## config.mk

```make
export PLATFORM = sky130hd
export DESIGN_NAME = ppu_register_port_flat
export DESIGN_NICKNAME = d
export VERILOG_FILES = /design/src/rtl/ppu_pkg.sv /design/src/rtl/ppu_if.sv /design/src/rtl/ppu_ram.sv /design/src/rtl/ppu_register_port.sv /design/src/flat_wrapper.sv
export SDC_FILE = /design/constraint.sdc
export NUM_CORES = 2
export LEC_CHECK = 0
export ABC_AREA = 1
export BUFFER_PORTS_ARGS = -buffer_cell sky130_fd_sc_hd__buf_2
export CORE_MARGIN = 5
export CORE_UTILIZATION = 57
export CTS_CLUSTER_DIAMETER = 120
export DETAILED_ROUTE_END_ITERATION = 10
export PLACE_DENSITY = 0.75
export SYNTH_ARGS = -nofsm -noshare
export SYNTH_HDL_FRONTEND = slang
export SYNTH_SLANG_ARGS = --single-unit
```

## constraint.sdc

```tcl
create_clock -name clk -period 2.8 [get_ports clk]
set_clock_uncertainty 0.2 [all_clocks]
set_input_delay 0.84 -clock clk [delete_from_list [all_inputs] [get_ports clk]]
set_output_delay 0.84 -clock clk [all_outputs]
set_load 0.05 [all_outputs]
```

## src/rtl/ppu_pkg.sv

```systemverilog
// ---------------------------------------------------------------------------
// ppu_pkg
// Codes, sizes and flag positions of the picture-unit register port
// ---------------------------------------------------------------------------
package ppu_pkg;

  // access modes
  localparam logic [1:0] MODE_READ   = 2'd0;
  localparam logic [1:0] MODE_WRITE  = 2'd1;
  localparam logic [1:0] MODE_STATUS = 2'd2;

  // register numbers (low three address bits)
  localparam logic [2:0] REG_CONTROL = 3'd0;
  localparam logic [2:0] REG_MASK    = 3'd1;
  localparam logic [2:0] REG_STATUS  = 3'd2;
  localparam logic [2:0] REG_SPR_ADR = 3'd3;
  localparam logic [2:0] REG_SPR_DAT = 3'd4;
  localparam logic [2:0] REG_SCROLL  = 3'd5;
  localparam logic [2:0] REG_VID_ADR = 3'd6;
  localparam logic [2:0] REG_VID_DAT = 3'd7;

  // store sizes
  localparam int SPRITE_DEPTH  = 256;
  localparam int PALETTE_DEPTH = 32;
  localparam int VIDEO_DEPTH   = 16384;
  localparam int SPR_AW = $clog2(SPRITE_DEPTH);
  localparam int PAL_AW = $clog2(PALETTE_DEPTH);

  // flags and address decode
  localparam logic [7:0]  FLAG_BLANK   = 8'h80;
  localparam int          INC32_BIT    = 2;
  localparam int          VADR_BITS    = 14;
  localparam logic [13:0] PALETTE_BASE = 14'h3F00;
  localparam logic [15:0] STEP_ONE     = 16'd1;
  localparam logic [15:0] STEP_ROW     = 16'd32;

endpackage

```

## src/rtl/ppu_if.sv

```systemverilog
// ---------------------------------------------------------------------------
// ppu_if
// Request and response channels of the picture-unit register port
// ---------------------------------------------------------------------------
interface ppu_req_if;
  logic       valid;
  logic       ready;
  logic [1:0] mode;
  logic [2:0] register_select;
  logic [7:0] write_data;

  modport source (output valid, output mode, output register_select,
                  output write_data, input ready);
  modport sink   (input valid, input mode, input register_select,
                  input write_data, output ready);
endinterface

interface ppu_rsp_if;
  logic       valid;
  logic       ready;
  logic [7:0] read_data;
  logic       access_error;

  modport source (output valid, output read_data, output access_error, input ready);
  modport sink   (input valid, input read_data, input access_error, output ready);
endinterface

```

## src/rtl/ppu_ram.sv

```systemverilog
// ---------------------------------------------------------------------------
// ppu_ram
// Generic single-write, single-read RAM with registered read data
// ---------------------------------------------------------------------------
module ppu_ram #(
  parameter int WIDTH = 8,
  parameter int DEPTH = 256
) (
  input  logic                     clk,
  input  logic                     wr_en,
  input  logic [$clog2(DEPTH)-1:0] wr_addr,
  input  logic [WIDTH-1:0]         wr_data,
  input  logic                     rd_en,
  input  logic [$clog2(DEPTH)-1:0] rd_addr,
  output logic [WIDTH-1:0]         rd_data
);

  logic [WIDTH-1:0] mem [DEPTH];

  // write port
  always_ff @(posedge clk) begin
    if (wr_en) begin
      mem[wr_addr] <= wr_data;
    end
  end

  // registered read port, holds when not enabled
  always_ff @(posedge clk) begin
    if (rd_en) begin
      rd_data <= mem[rd_addr];
    end
  end

endmodule

```

## src/rtl/ppu_register_port.sv

```systemverilog
// ---------------------------------------------------------------------------
// ppu_register_port
// CPU-side register port of a picture unit: eight mirrored registers,
// sprite-memory port, scroll and video address pairs, video data port
// ---------------------------------------------------------------------------
// channel   | dir | payload                                | handshake
// request   | in  | mode, register_select, write_data      | valid/ready
// response  | out | read_data, access_error                | valid/ready
//
// One item per cycle while results are taken; the result appears the cycle after acceptance.
// Sprite-port reads take their byte from the sprite RAM's registered
// read port, which holds while the result waits.
// A new item is taken whenever the response register is empty or drains.
// Synchronous reset clears registers and the sprite valid bits at once;
// no clearing pass. The video store has no defined reset contents.
module ppu_register_port
  import ppu_pkg::*;
#(
  parameter int VideoDepth = VIDEO_DEPTH
) (
  input  logic      clk,
  input  logic      rst,
  ppu_req_if.sink   request,
  ppu_rsp_if.source response
);

  localparam int VID_AW = $clog2(VideoDepth);
  localparam logic [VADR_BITS-1:0] VidDepthW = VADR_BITS'(VideoDepth);

  // architectural registers
  logic [7:0]        control;
  logic [7:0]        mask;
  logic [7:0]        status;
  logic [SPR_AW-1:0] spr_addr;
  logic [7:0]        scroll [2];
  logic              toggle;
  logic [15:0]       vid_addr;
  logic [SPRITE_DEPTH-1:0] spr_valid;

  // response register
  logic       rsp_valid;
  logic       rsp_err;
  logic [7:0] rsp_byte;
  logic       rsp_from_spr;
  logic       rsp_spr_hit;
  logic [7:0] spr_rdata;

  // decode
  logic              acc;
  logic              is_rd;
  logic              is_wr;
  logic              err_now;
  logic [7:0]        byte_now;
  logic              spr_rd;
  logic              spr_wr;
  logic              vid_advance;
  logic              data_wr;
  logic [VADR_BITS-1:0] vadr;
  logic              to_palette;
  logic [VADR_BITS-1:0] vid_idx_full;
  logic [15:0]       vid_step;

  assign acc   = request.valid && request.ready;
  assign is_rd = (request.mode == MODE_READ);
  assign is_wr = (request.mode == MODE_WRITE);

  // accept while the response slot is free or being taken
  assign request.ready = !rsp_valid || response.ready;

  // result and side-effect decode
  always_comb begin
    err_now     = 1'b0;
    byte_now    = 8'd0;
    spr_rd      = 1'b0;
    spr_wr      = 1'b0;
    vid_advance = 1'b0;
    data_wr     = 1'b0;
    case (request.mode)
      MODE_READ: begin
        case (request.register_select)
          REG_STATUS:  byte_now = status;
          REG_SPR_DAT: spr_rd = 1'b1;
          REG_VID_DAT: begin
            vid_advance = 1'b1;
            err_now     = 1'b1;
          end
          default:     err_now = 1'b1;
        endcase
      end
      MODE_WRITE: begin
        case (request.register_select)
          REG_STATUS:  err_now = 1'b1;
          REG_SPR_DAT: spr_wr = 1'b1;
          REG_VID_DAT: begin
            data_wr     = 1'b1;
            vid_advance = 1'b1;
          end
          default:     err_now = 1'b0;
        endcase
      end
      MODE_STATUS: err_now = 1'b0;
      default:     err_now = 1'b1;
    endcase
  end

  // video data port address decode
  assign vadr       = vid_addr[VADR_BITS-1:0];
  assign to_palette = (vadr >= PALETTE_BASE);
  assign vid_step   = control[INC32_BIT] ? STEP_ROW : STEP_ONE;

  // 14-bit address folded into the video store, at most three subtractions
  always_comb begin
    vid_idx_full = vadr;
    for (int i = 0; i < 3; i++) begin
      if (vid_idx_full >= VidDepthW) begin
        vid_idx_full = vid_idx_full - VidDepthW;
      end
    end
  end

  // register state and response valid
  always_ff @(posedge clk) begin
    if (rst) begin
      control   <= '0;
      mask      <= '0;
      status    <= '0;
      spr_addr  <= '0;
      scroll[0] <= '0;
      scroll[1] <= '0;
      toggle    <= 1'b0;
      vid_addr  <= '0;
      spr_valid <= '0;
      rsp_valid <= 1'b0;
    end else begin
      if (acc) begin
        rsp_valid <= 1'b1;
        if (spr_rd || spr_wr) begin
          spr_addr <= spr_addr + SPR_AW'(1);
        end
        if (spr_wr) begin
          spr_valid[spr_addr] <= 1'b1;
        end
        if (vid_advance) begin
          vid_addr <= vid_addr + vid_step;
        end
        if (request.mode == MODE_STATUS) begin
          status <= request.write_data;
        end else if (is_rd && request.register_select == REG_STATUS) begin
          status <= status & FLAG_BLANK;
        end
        if (is_wr) begin
          case (request.register_select)
            REG_CONTROL: control  <= request.write_data;
            REG_MASK:    mask     <= request.write_data;
            REG_SPR_ADR: spr_addr <= request.write_data;
            REG_SCROLL: begin
              scroll[toggle] <= request.write_data;
              toggle         <= ~toggle;
            end
            REG_VID_ADR: begin
              if (toggle) begin
                vid_addr[7:0]  <= request.write_data;
              end else begin
                vid_addr[15:8] <= request.write_data;
              end
              toggle <= ~toggle;
            end
            default: toggle <= toggle;
          endcase
        end
      end else if (response.ready) begin
        rsp_valid <= 1'b0;
      end
    end
  end

  // response payload
  always_ff @(posedge clk) begin
    if (acc) begin
      rsp_err      <= err_now;
      rsp_byte     <= byte_now;
      rsp_from_spr <= spr_rd;
      rsp_spr_hit  <= spr_valid[spr_addr];
    end
  end

  // sprite memory, read at acceptance, written at acceptance
  ppu_ram #(
    .WIDTH (8),
    .DEPTH (SPRITE_DEPTH)
  ) u_spr_ram (
    .clk     (clk),
    .wr_en   (acc && spr_wr),
    .wr_addr (spr_addr),
    .wr_data (request.write_data),
    .rd_en   (acc && spr_rd),
    .rd_addr (spr_addr),
    .rd_data (spr_rdata)
  );

  // palette memory, only written through this port
  ppu_ram #(
    .WIDTH (8),
    .DEPTH (PALETTE_DEPTH)
  ) u_pal_ram (
    .clk     (clk),
    .wr_en   (acc && data_wr && to_palette),
    .wr_addr (vadr[PAL_AW-1:0]),
    .wr_data (request.write_data),
    .rd_en   (1'b0),
    .rd_addr ('0),
    .rd_data ()
  );

  // video memory, only written through this port
  ppu_ram #(
    .WIDTH (8),
    .DEPTH (VideoDepth)
  ) u_vid_ram (
    .clk     (clk),
    .wr_en   (acc && data_wr && !to_palette),
    .wr_addr (vid_idx_full[VID_AW-1:0]),
    .wr_data (request.write_data),
    .rd_en   (1'b0),
    .rd_addr ('0),
    .rd_data ()
  );

  // response outputs; unwritten sprite entries read as zero
  assign response.valid        = rsp_valid;
  assign response.access_error = rsp_err;
  assign response.read_data    = rsp_from_spr ? (rsp_spr_hit ? spr_rdata : 8'd0)
                                              : rsp_byte;

endmodule

```

## src/flat_wrapper.sv

```systemverilog
// flat-port wrapper written by rule: the top's interface ports become plain ports
module ppu_register_port_flat import ppu_pkg::*;
#(
  parameter int VideoDepth = VIDEO_DEPTH
)
  (clk, rst, request_valid, request_mode, request_register_select, request_write_data, request_ready, response_valid, response_read_data, response_access_error, response_ready);
  ppu_req_if request_i ();
  ppu_rsp_if response_i ();
  input  logic clk;
  input  logic rst;
  input wire logic [$bits(request_i.valid)-1:0] request_valid;
  input wire logic [$bits(request_i.mode)-1:0] request_mode;
  input wire logic [$bits(request_i.register_select)-1:0] request_register_select;
  input wire logic [$bits(request_i.write_data)-1:0] request_write_data;
  output wire logic [$bits(request_i.ready)-1:0] request_ready;
  output wire logic [$bits(response_i.valid)-1:0] response_valid;
  output wire logic [$bits(response_i.read_data)-1:0] response_read_data;
  output wire logic [$bits(response_i.access_error)-1:0] response_access_error;
  input wire logic [$bits(response_i.ready)-1:0] response_ready;
  assign request_i.valid = request_valid;
  assign request_i.mode = request_mode;
  assign request_i.register_select = request_register_select;
  assign request_i.write_data = request_write_data;
  assign request_ready = request_i.ready;
  assign response_valid = response_i.valid;
  assign response_read_data = response_i.read_data;
  assign response_access_error = response_i.access_error;
  assign response_i.ready = response_ready;
  ppu_register_port #(.VideoDepth(VideoDepth)) u_core (.clk(clk), .rst(rst), .request(request_i), .response(response_i));
endmodule
```

# ---- Yosys cells after proc, flatten, opt, wreduce, memory -nomap -nowiden
# Memory sizes are Yosys's and may differ from the RTL's. A register that Yosys moved wholly into a read port is not among the register bits.
# Index checks and enable logic that the tools add are counted.
dict set report classes {
  eq_ne 5
  multipliers 0
  n_lt_le_gt_ge 2
  div_mod_pow 0
  bitwise_logic 1
  n_mux 21
  addsub 1
  shifts 0
  reduce_logical 16
}
# operator n
set ops {}
lappend ops {{OR 256 bit} 1}
lappend ops {{2-to-1 mux 8 bit} 6}
lappend ops {{2-to-1 mux 1 bit} 11}
lappend ops {{< comparator 8 x 9 -> 1 bit, second input constant} 1}
lappend ops {{adder 8 x 1 -> 8 bit, second input constant} 1}
lappend ops {{binary-select mux 1 bit (select 8 bit)} 1}
lappend ops {{demux 1 bit (select 8 bit)} 1}
lappend ops {{>= comparator 8 x 1 -> 1 bit, second input constant} 1}
lappend ops {{AND reduction 2 bit} 4}
lappend ops {{2-to-1 mux 7 bit} 1}
lappend ops {{equality test 3 x 2 -> 1 bit, second input constant} 2}
lappend ops {{logical AND 1 bit} 5}
lappend ops {{nonzero test 2 bit} 2}
lappend ops {{equality test 3 bit, second input constant} 1}
lappend ops {{one-hot mux 1 bit (3 select lines)} 1}
lappend ops {{equality test 2 x 1 -> 1 bit, second input constant} 1}
lappend ops {{equality test 2 bit, second input constant} 1}
lappend ops {{zero test 2 bit} 1}
lappend ops {{logical OR 1 bit} 2}
lappend ops {{OR reduction 2 bit} 1}
lappend ops {{zero test 1 bit} 1}
dict set report word_totals {
  ff_bits 284
  ramBits 2048
  mem_count 1
  rom_bits 0
  inputBits 17
  wordCells 56
  latchBits 0
}
# memory depth width rd rd_ports_with_merged_regs write_ports line
set memory_table {}
lappend memory_table {u_core.u_spr_ram.mem 256 8 1 1 1 ppu_ram.sv:18} ;# logic [WIDTH-1:0] mem [DEPTH];

# ---- Logic depth before layout (Yosys ltp)
dict set report logic_depth {
  ltp_word 7
  depth_mapped 16
  depth_no_buf 13
}

# ---- Cells and area by module
# A second synthesis with hierarchy kept.
dict set report hier_totals {
  hier_cells 8921
  area_unflattened_um2 96633.9
}
# module area_per_inst_um2 cells_per_inst seq_area_each_um2 n_inst
set by_module_without_submodules {}
lappend by_module_without_submodules {ppu_ram 83476.3 7003 61739.2 1}
lappend by_module_without_submodules {ppu_register_port 13157.6 1918 5795.6 1}

# ---- Worst setup path after synthesis
# OpenSTA, ideal clock, no wires.
dict set report synth_timing {
  kind {input port to flip-flop}
  start {input response_ready}
  end {memory u_core.u_spr_ram.mem[22][0] (enable)}
  arrival_time_ns 2.734
  stages 9
  path_buffers 1
  path_slack_ns -0.507
  t_required_ns 2.226
  cell_sequence {inv_1 > nand2_1 > nand2_1 > nor3_1 > inv_1 > nor2_1 > nand2_1 > clkbuf_1 > nor2_1}
}
dict set report synth_between {
  elab_chain_len 5
}
# item line
set synth_rtl {}
lappend synth_rtl {{from (decl)} flat_wrapper.sv:19} ;# input wire logic [$bits(response_i.ready)-1:0] response_ready;
lappend synth_rtl {{logical OR 1 bit} ppu_register_port.sv:68} ;# assign request.ready = !rsp_valid || response.ready;
lappend synth_rtl {{via request_ready} flat_wrapper.sv:15} ;# output wire logic [$bits(request_i.ready)-1:0] request_ready;
lappend synth_rtl {{logical AND 1 bit} ppu_register_port.sv:63} ;# assign acc = request.valid && request.ready;
lappend synth_rtl {{logical AND 1 bit} ppu_register_port.sv:193} ;# .wr_en (acc && spr_wr),
lappend synth_rtl {{2-to-1 mux 1 bit} ppu_ram.sv:22} ;# if (wr_en) begin
lappend synth_rtl {{2-to-1 mux 1 bit (not written as such)} ppu_ram.sv:23} ;# mem[wr_addr] <= wr_data;
lappend synth_rtl {{to (decl)} ppu_ram.sv:18}
# The timed path passes the listed nets, and every way through them passes these cells.

# ---- Final worst setup path
dict set report layout_timing {
  start {register u_core.rsp_from_spr}
  end {output response_read_data[3]}
}
dict set report layout_between {
  elab_chain_len 1
}
# item line
set layout_rtl {}
lappend layout_rtl {{from (decl)} ppu_register_port.sv:44} ;# logic rsp_from_spr;
lappend layout_rtl {{from (signal assigned)} ppu_register_port.sv:182} ;# rsp_from_spr <= spr_rd;
lappend layout_rtl {{2-to-1 mux 8 bit} ppu_register_port.sv:232} ;# assign response.read_data = rsp_from_spr ? (rsp_spr_hit ? spr_rdata : 8'd0)
lappend layout_rtl {{to (decl)} flat_wrapper.sv:17} ;# output wire logic [$bits(response_i.read_data)-1:0] response_read_data;
# Every way passes these cells.

==> insert_results.sql <==
INSERT INTO impl_metrics (metric_group, metric, value, unit) VALUES
('status', 'outcome', 'finished, violations left', ''),
('status', 'violations', 'negative setup slack', ''),
('setup_path', 'worstPathBufferInverterCount', '3', ''),
('setup_path', 'worstSetupPathType', 'reg -> out', ''),
('route', 'drt.antenna.violating_nets', '0', ''),
('sta', 'final-hold-violation-count', '0', ''),
('flow_run', 'max_cap_viol_count', '0', ''),
('power', 'switching_share', '0.2113', ''),
('die', 'core.rowCount', '153', ''),
('sta', 'finalSetupTns', '-1811', 'ps'),
('die', 'floorplan.core_area', '173600', 'um^2'),
('synthesis', 'synth.top_cells.by_area', 'edfxtp_1, nand2_1, nor2_1, dfxtp_1, inv_1', ''),
('sta', 'max_freq', '337.6', 'MHz'),
('setup_path', 'worstSetupEndpointType', 'output port', ''),
('die', 'effective_utilization_at_floorplan', '0.5724', ''),
('global_routing', 'gr-total-overflow', '0', ''),
('setup_path', 'top_fanout_value_on_the_critical_path', '9', ''),
('route', 'detail_route.iter0.violations', '9401', ''),
('synthesis', 'synth-async-reset-ratio', '0', ''),
('power', 'cell_internal_pwr', '56.02', 'mW'),
('route', 'drt-wirelength-per-cell', '21.51', 'um'),
('setup_path', 'timing.critical_path.required', '1760', 'ps'),
('clock_network', 'clk_pin_slew_worst_paths', '60', 'ps'),
('setup_path', 'crit_path_cell_trace', 'buf_6, buf_12, o21ai_4, buf_6', ''),
('synthesis', 'synth.net_count', '10290', ''),
('route', 'wirelength', '281.8', 'mm'),
('synthesis', 'netlist_area', '99390', 'um^2'),
('clock_network', 'clock-sinks', '2340', ''),
('sta', 'grt_setup_unrepaired', 'true', ''),
('setup_path', 'startpoint_type', 'flop', ''),
('sta', 'report.final.setup_viol', '16', ''),
('finish', 'final_core_util', '0.6676', ''),
('power', 'p_seq_frac', '0.534', ''),
('global_routing', 'grt_max_degree', '87', ''),
('die', 'floorplan.die.height', '427.6', 'um'),
('route', 'drt_drc_violations_left', '0', ''),
('route', 'dr_total_vias', '72820', ''),
('power', 'combinationalPowerShare', '0.039', ''),
('synthesis', 'postSynthRegisterBits', '2340', ''),
('setup_path', 'cp.arrival', '1920', 'ps'),
('die', 'fp.dieArea', '182800', 'um^2'),
('sta', 'slew_headroom', '0.4167', ''),
('power', 'design_power_total', '71.03', 'mW'),
('sta', 'report.final.slew_viol_count', '0', ''),
('placed_design', 'numPortBuffers', '27', ''),
('finish', 'drive_gt1_frac', '0.1143', ''),
('synthesis', 'post-synth-top-area-cell', 'edfxtp_1', ''),
('placed_design', 'gp_congestion', '0.9908', ''),
('global_routing', 'antenna_violations_before_repair', '2', ''),
('placed_design', 'dp.final_hpwl', '176.9', 'mm'),
('global_routing', 'grt_util_all_layers', '0.3057', ''),
('global_routing', 'grt_pass1_wl', '419.1', 'mm'),
('sta', 'final.setup.worst_slack', '-162.2', 'ps'),
('finish', 'finish.net_count', '10600', ''),
('clock_network', 'level_count_of_the_clock_h_tree', '4', ''),
('worst_hold_path', 'worstHoldPathType', 'in -> reg', ''),
('synthesis', 'postSynthCellCount', '10270', ''),
('synthesis', 'syn-mean-instance-area', '9.678', 'um^2'),
('power', 'pwr_density_cell', '612.8', 'nW/um^2'),
('setup_path', 'critical_path.max_stage_delay', '380', 'ps'),
('clock_network', 'hold_buffers', '0', ''),
('finish', 'synthToLayoutAreaGrowth', '16.62', '%'),
('synthesis', 'ys_dominant_reg_cell', 'edfxtp_1', ''),
('synthesis', 'synth_enable_flop_cells', '2067', ''),
('route', 'via_per_inst', '5.558', ''),
('power', 'switchingPower', '15.00', 'mW'),
('finish', 'num-fill-cells', '12570', ''),
('die', 'ios', '28', ''),
('synthesis', 'synth.yosys.warnings', '0', ''),
('clock_network', 'insertion_delay', '870', 'ps'),
('clock_network', 'ctsRootBufferMaster', 'clkbuf_16', '');
[layout by cell type, fill, tap and decap left out, types with 45 or more instances in the layout]
master | synthesis | final
inv_1 | 980 | 964
clkbuf_16 | 0 | 231
buf_4 | 57 | 377
nand2_1 | 3755 | 3732
buf_12 | 0 | 170
clkbuf_1 | 233 | 55
nand3_1 | 418 | 411
o21ai_1 | 274 | 257
nor2_1 | 1582 | 1399
nor2_4 | 0 | 142
nor2_2 | 4 | 45
edfxtp_1 | 2067 | 2067
dfxtp_1 | 273 | 271
o21ai_0 | 347 | 321
clkinv_2 | 0 | 49
[cell usage after synthesis, types with 2 or more instances]
cell	number
inv_1	980
nand2_1	3755
inv_2	3
buf_2	142
buf_4	57
xor2_1	2
edfxtp_1	2067
ha_1	4
o21ai_0	347
a211oi_1	2
nand4_1	4
clkinv_1	2
o21ai_1	274
clkbuf_1	233
buf_1	58
dfxtp_1	273
nand3_1	418
buf_6	35
nor2_1	1582
nor2_2	4
nor3_1	3
a21oi_1	15
o211ai_1	2
[layer usage]
metal / track usage / up-vias / wire [um]
li1: - / 33500 / -
met1: 0.4051 / 34500 / 105800
met2: 0.4870 / 4088 / 130400
met3: 0.06614 / 731 / 31110
met4: 0.1437 / 2 / 14440
met5: 0 / - / 13
[tightest hold or removal path, stage by stage]
cell and delay [ps]:
buf_2 70, inv_1 50, nand2_4 60, a21oi_1 60
[power groups by stage]
stage	combinational, mW	sequential, mW	clock [mW]
4_1_cts	2.71	37.9	30.5
6_report	2.78	37.9	30.3
2_1_floorplan	1.08	38.7	0
5_1_grt	2.94	37.9	32.1
3_3_place_gp	2.58	38.7	0
3_5_place_dp	2.60	38.7	0
[cell families after synthesis]
logic type,Yosys count,share of synthesized area
AO/OA/AOI/OAI,646,0.03281
XOR/XNOR,2,0.0001763
adder cells (fa/ha/maj),4,0.0005036
buffers and inverters,1510,0.06361
flip-flops,2340,0.6795
AND/OR/NAND/NOR,5768,0.2234
[stage by stage]
step | std cells | instance area [um^2] | setup slack, ps
after global placement | 12660 | 107500 | -397.9
final | 13100 | 115900 | -162.2
after detailed placement | 12660 | 107500 | -404.6
after floorplan | 10270 | 100600 | -179.6
after global routing | 13100 | 115900 | -230.7
after CTS | 13100 | 115700 | -206.3
[path summary, 6_finish.rpt]
path	startpoint	endpoint	slack (ps)	cells past startpoint
max	u_core.rsp_from_spr	response_read_data[3]	-160	4
min	response_ready	u_core.response.valid	60	4
max reg2reg	u_core.spr_addr[0]	u_core.u_spr_ram.rd_data[5]	-130	15
min reg2reg	u_core.spr_valid[142]	u_core.spr_valid[142]	260	2
[what timing repair did]
action | 4_1_cts | 5_1_grt
resized for setup | 111 | 49
setup buffers | 8 | 1
endpoints found under the setup margin | 89 | 275
pin swaps | 3 | 9
gates cloned | 9 | 3
[flip-flops by register name (all words and copies together) (netlist names)]
register	flops
u_core.spr_addr	8
u_core.response.access_error	1
u_core.u_spr_ram.rd_data	8
u_core.rsp_byte	8
u_core.status	8
u_core.spr_valid	256
u_core.response.valid	1
u_core.rsp_from_spr	1
u_core.rsp_spr_hit	1
u_core.u_spr_ram.mem	2048
[final cells by class]
class	count	area, um^2	area share
Tap cell	2325	2909	0.02510
Inverter	985	3724	0.03212
Timing Repair inverter	1	8.758	0.00007556
Multi-Input combinational cell	6420	27010	0.2330
Sequential cell	2340	67540	0.5827
Antenna cell	2	5.005	0.00004318
Timing Repair Buffer	609	7308	0.06305
Clock buffer	303	6187	0.05338
Clock inverter	118	1214	0.01047
Note: power is estimated with default switching activity, not from simulation.
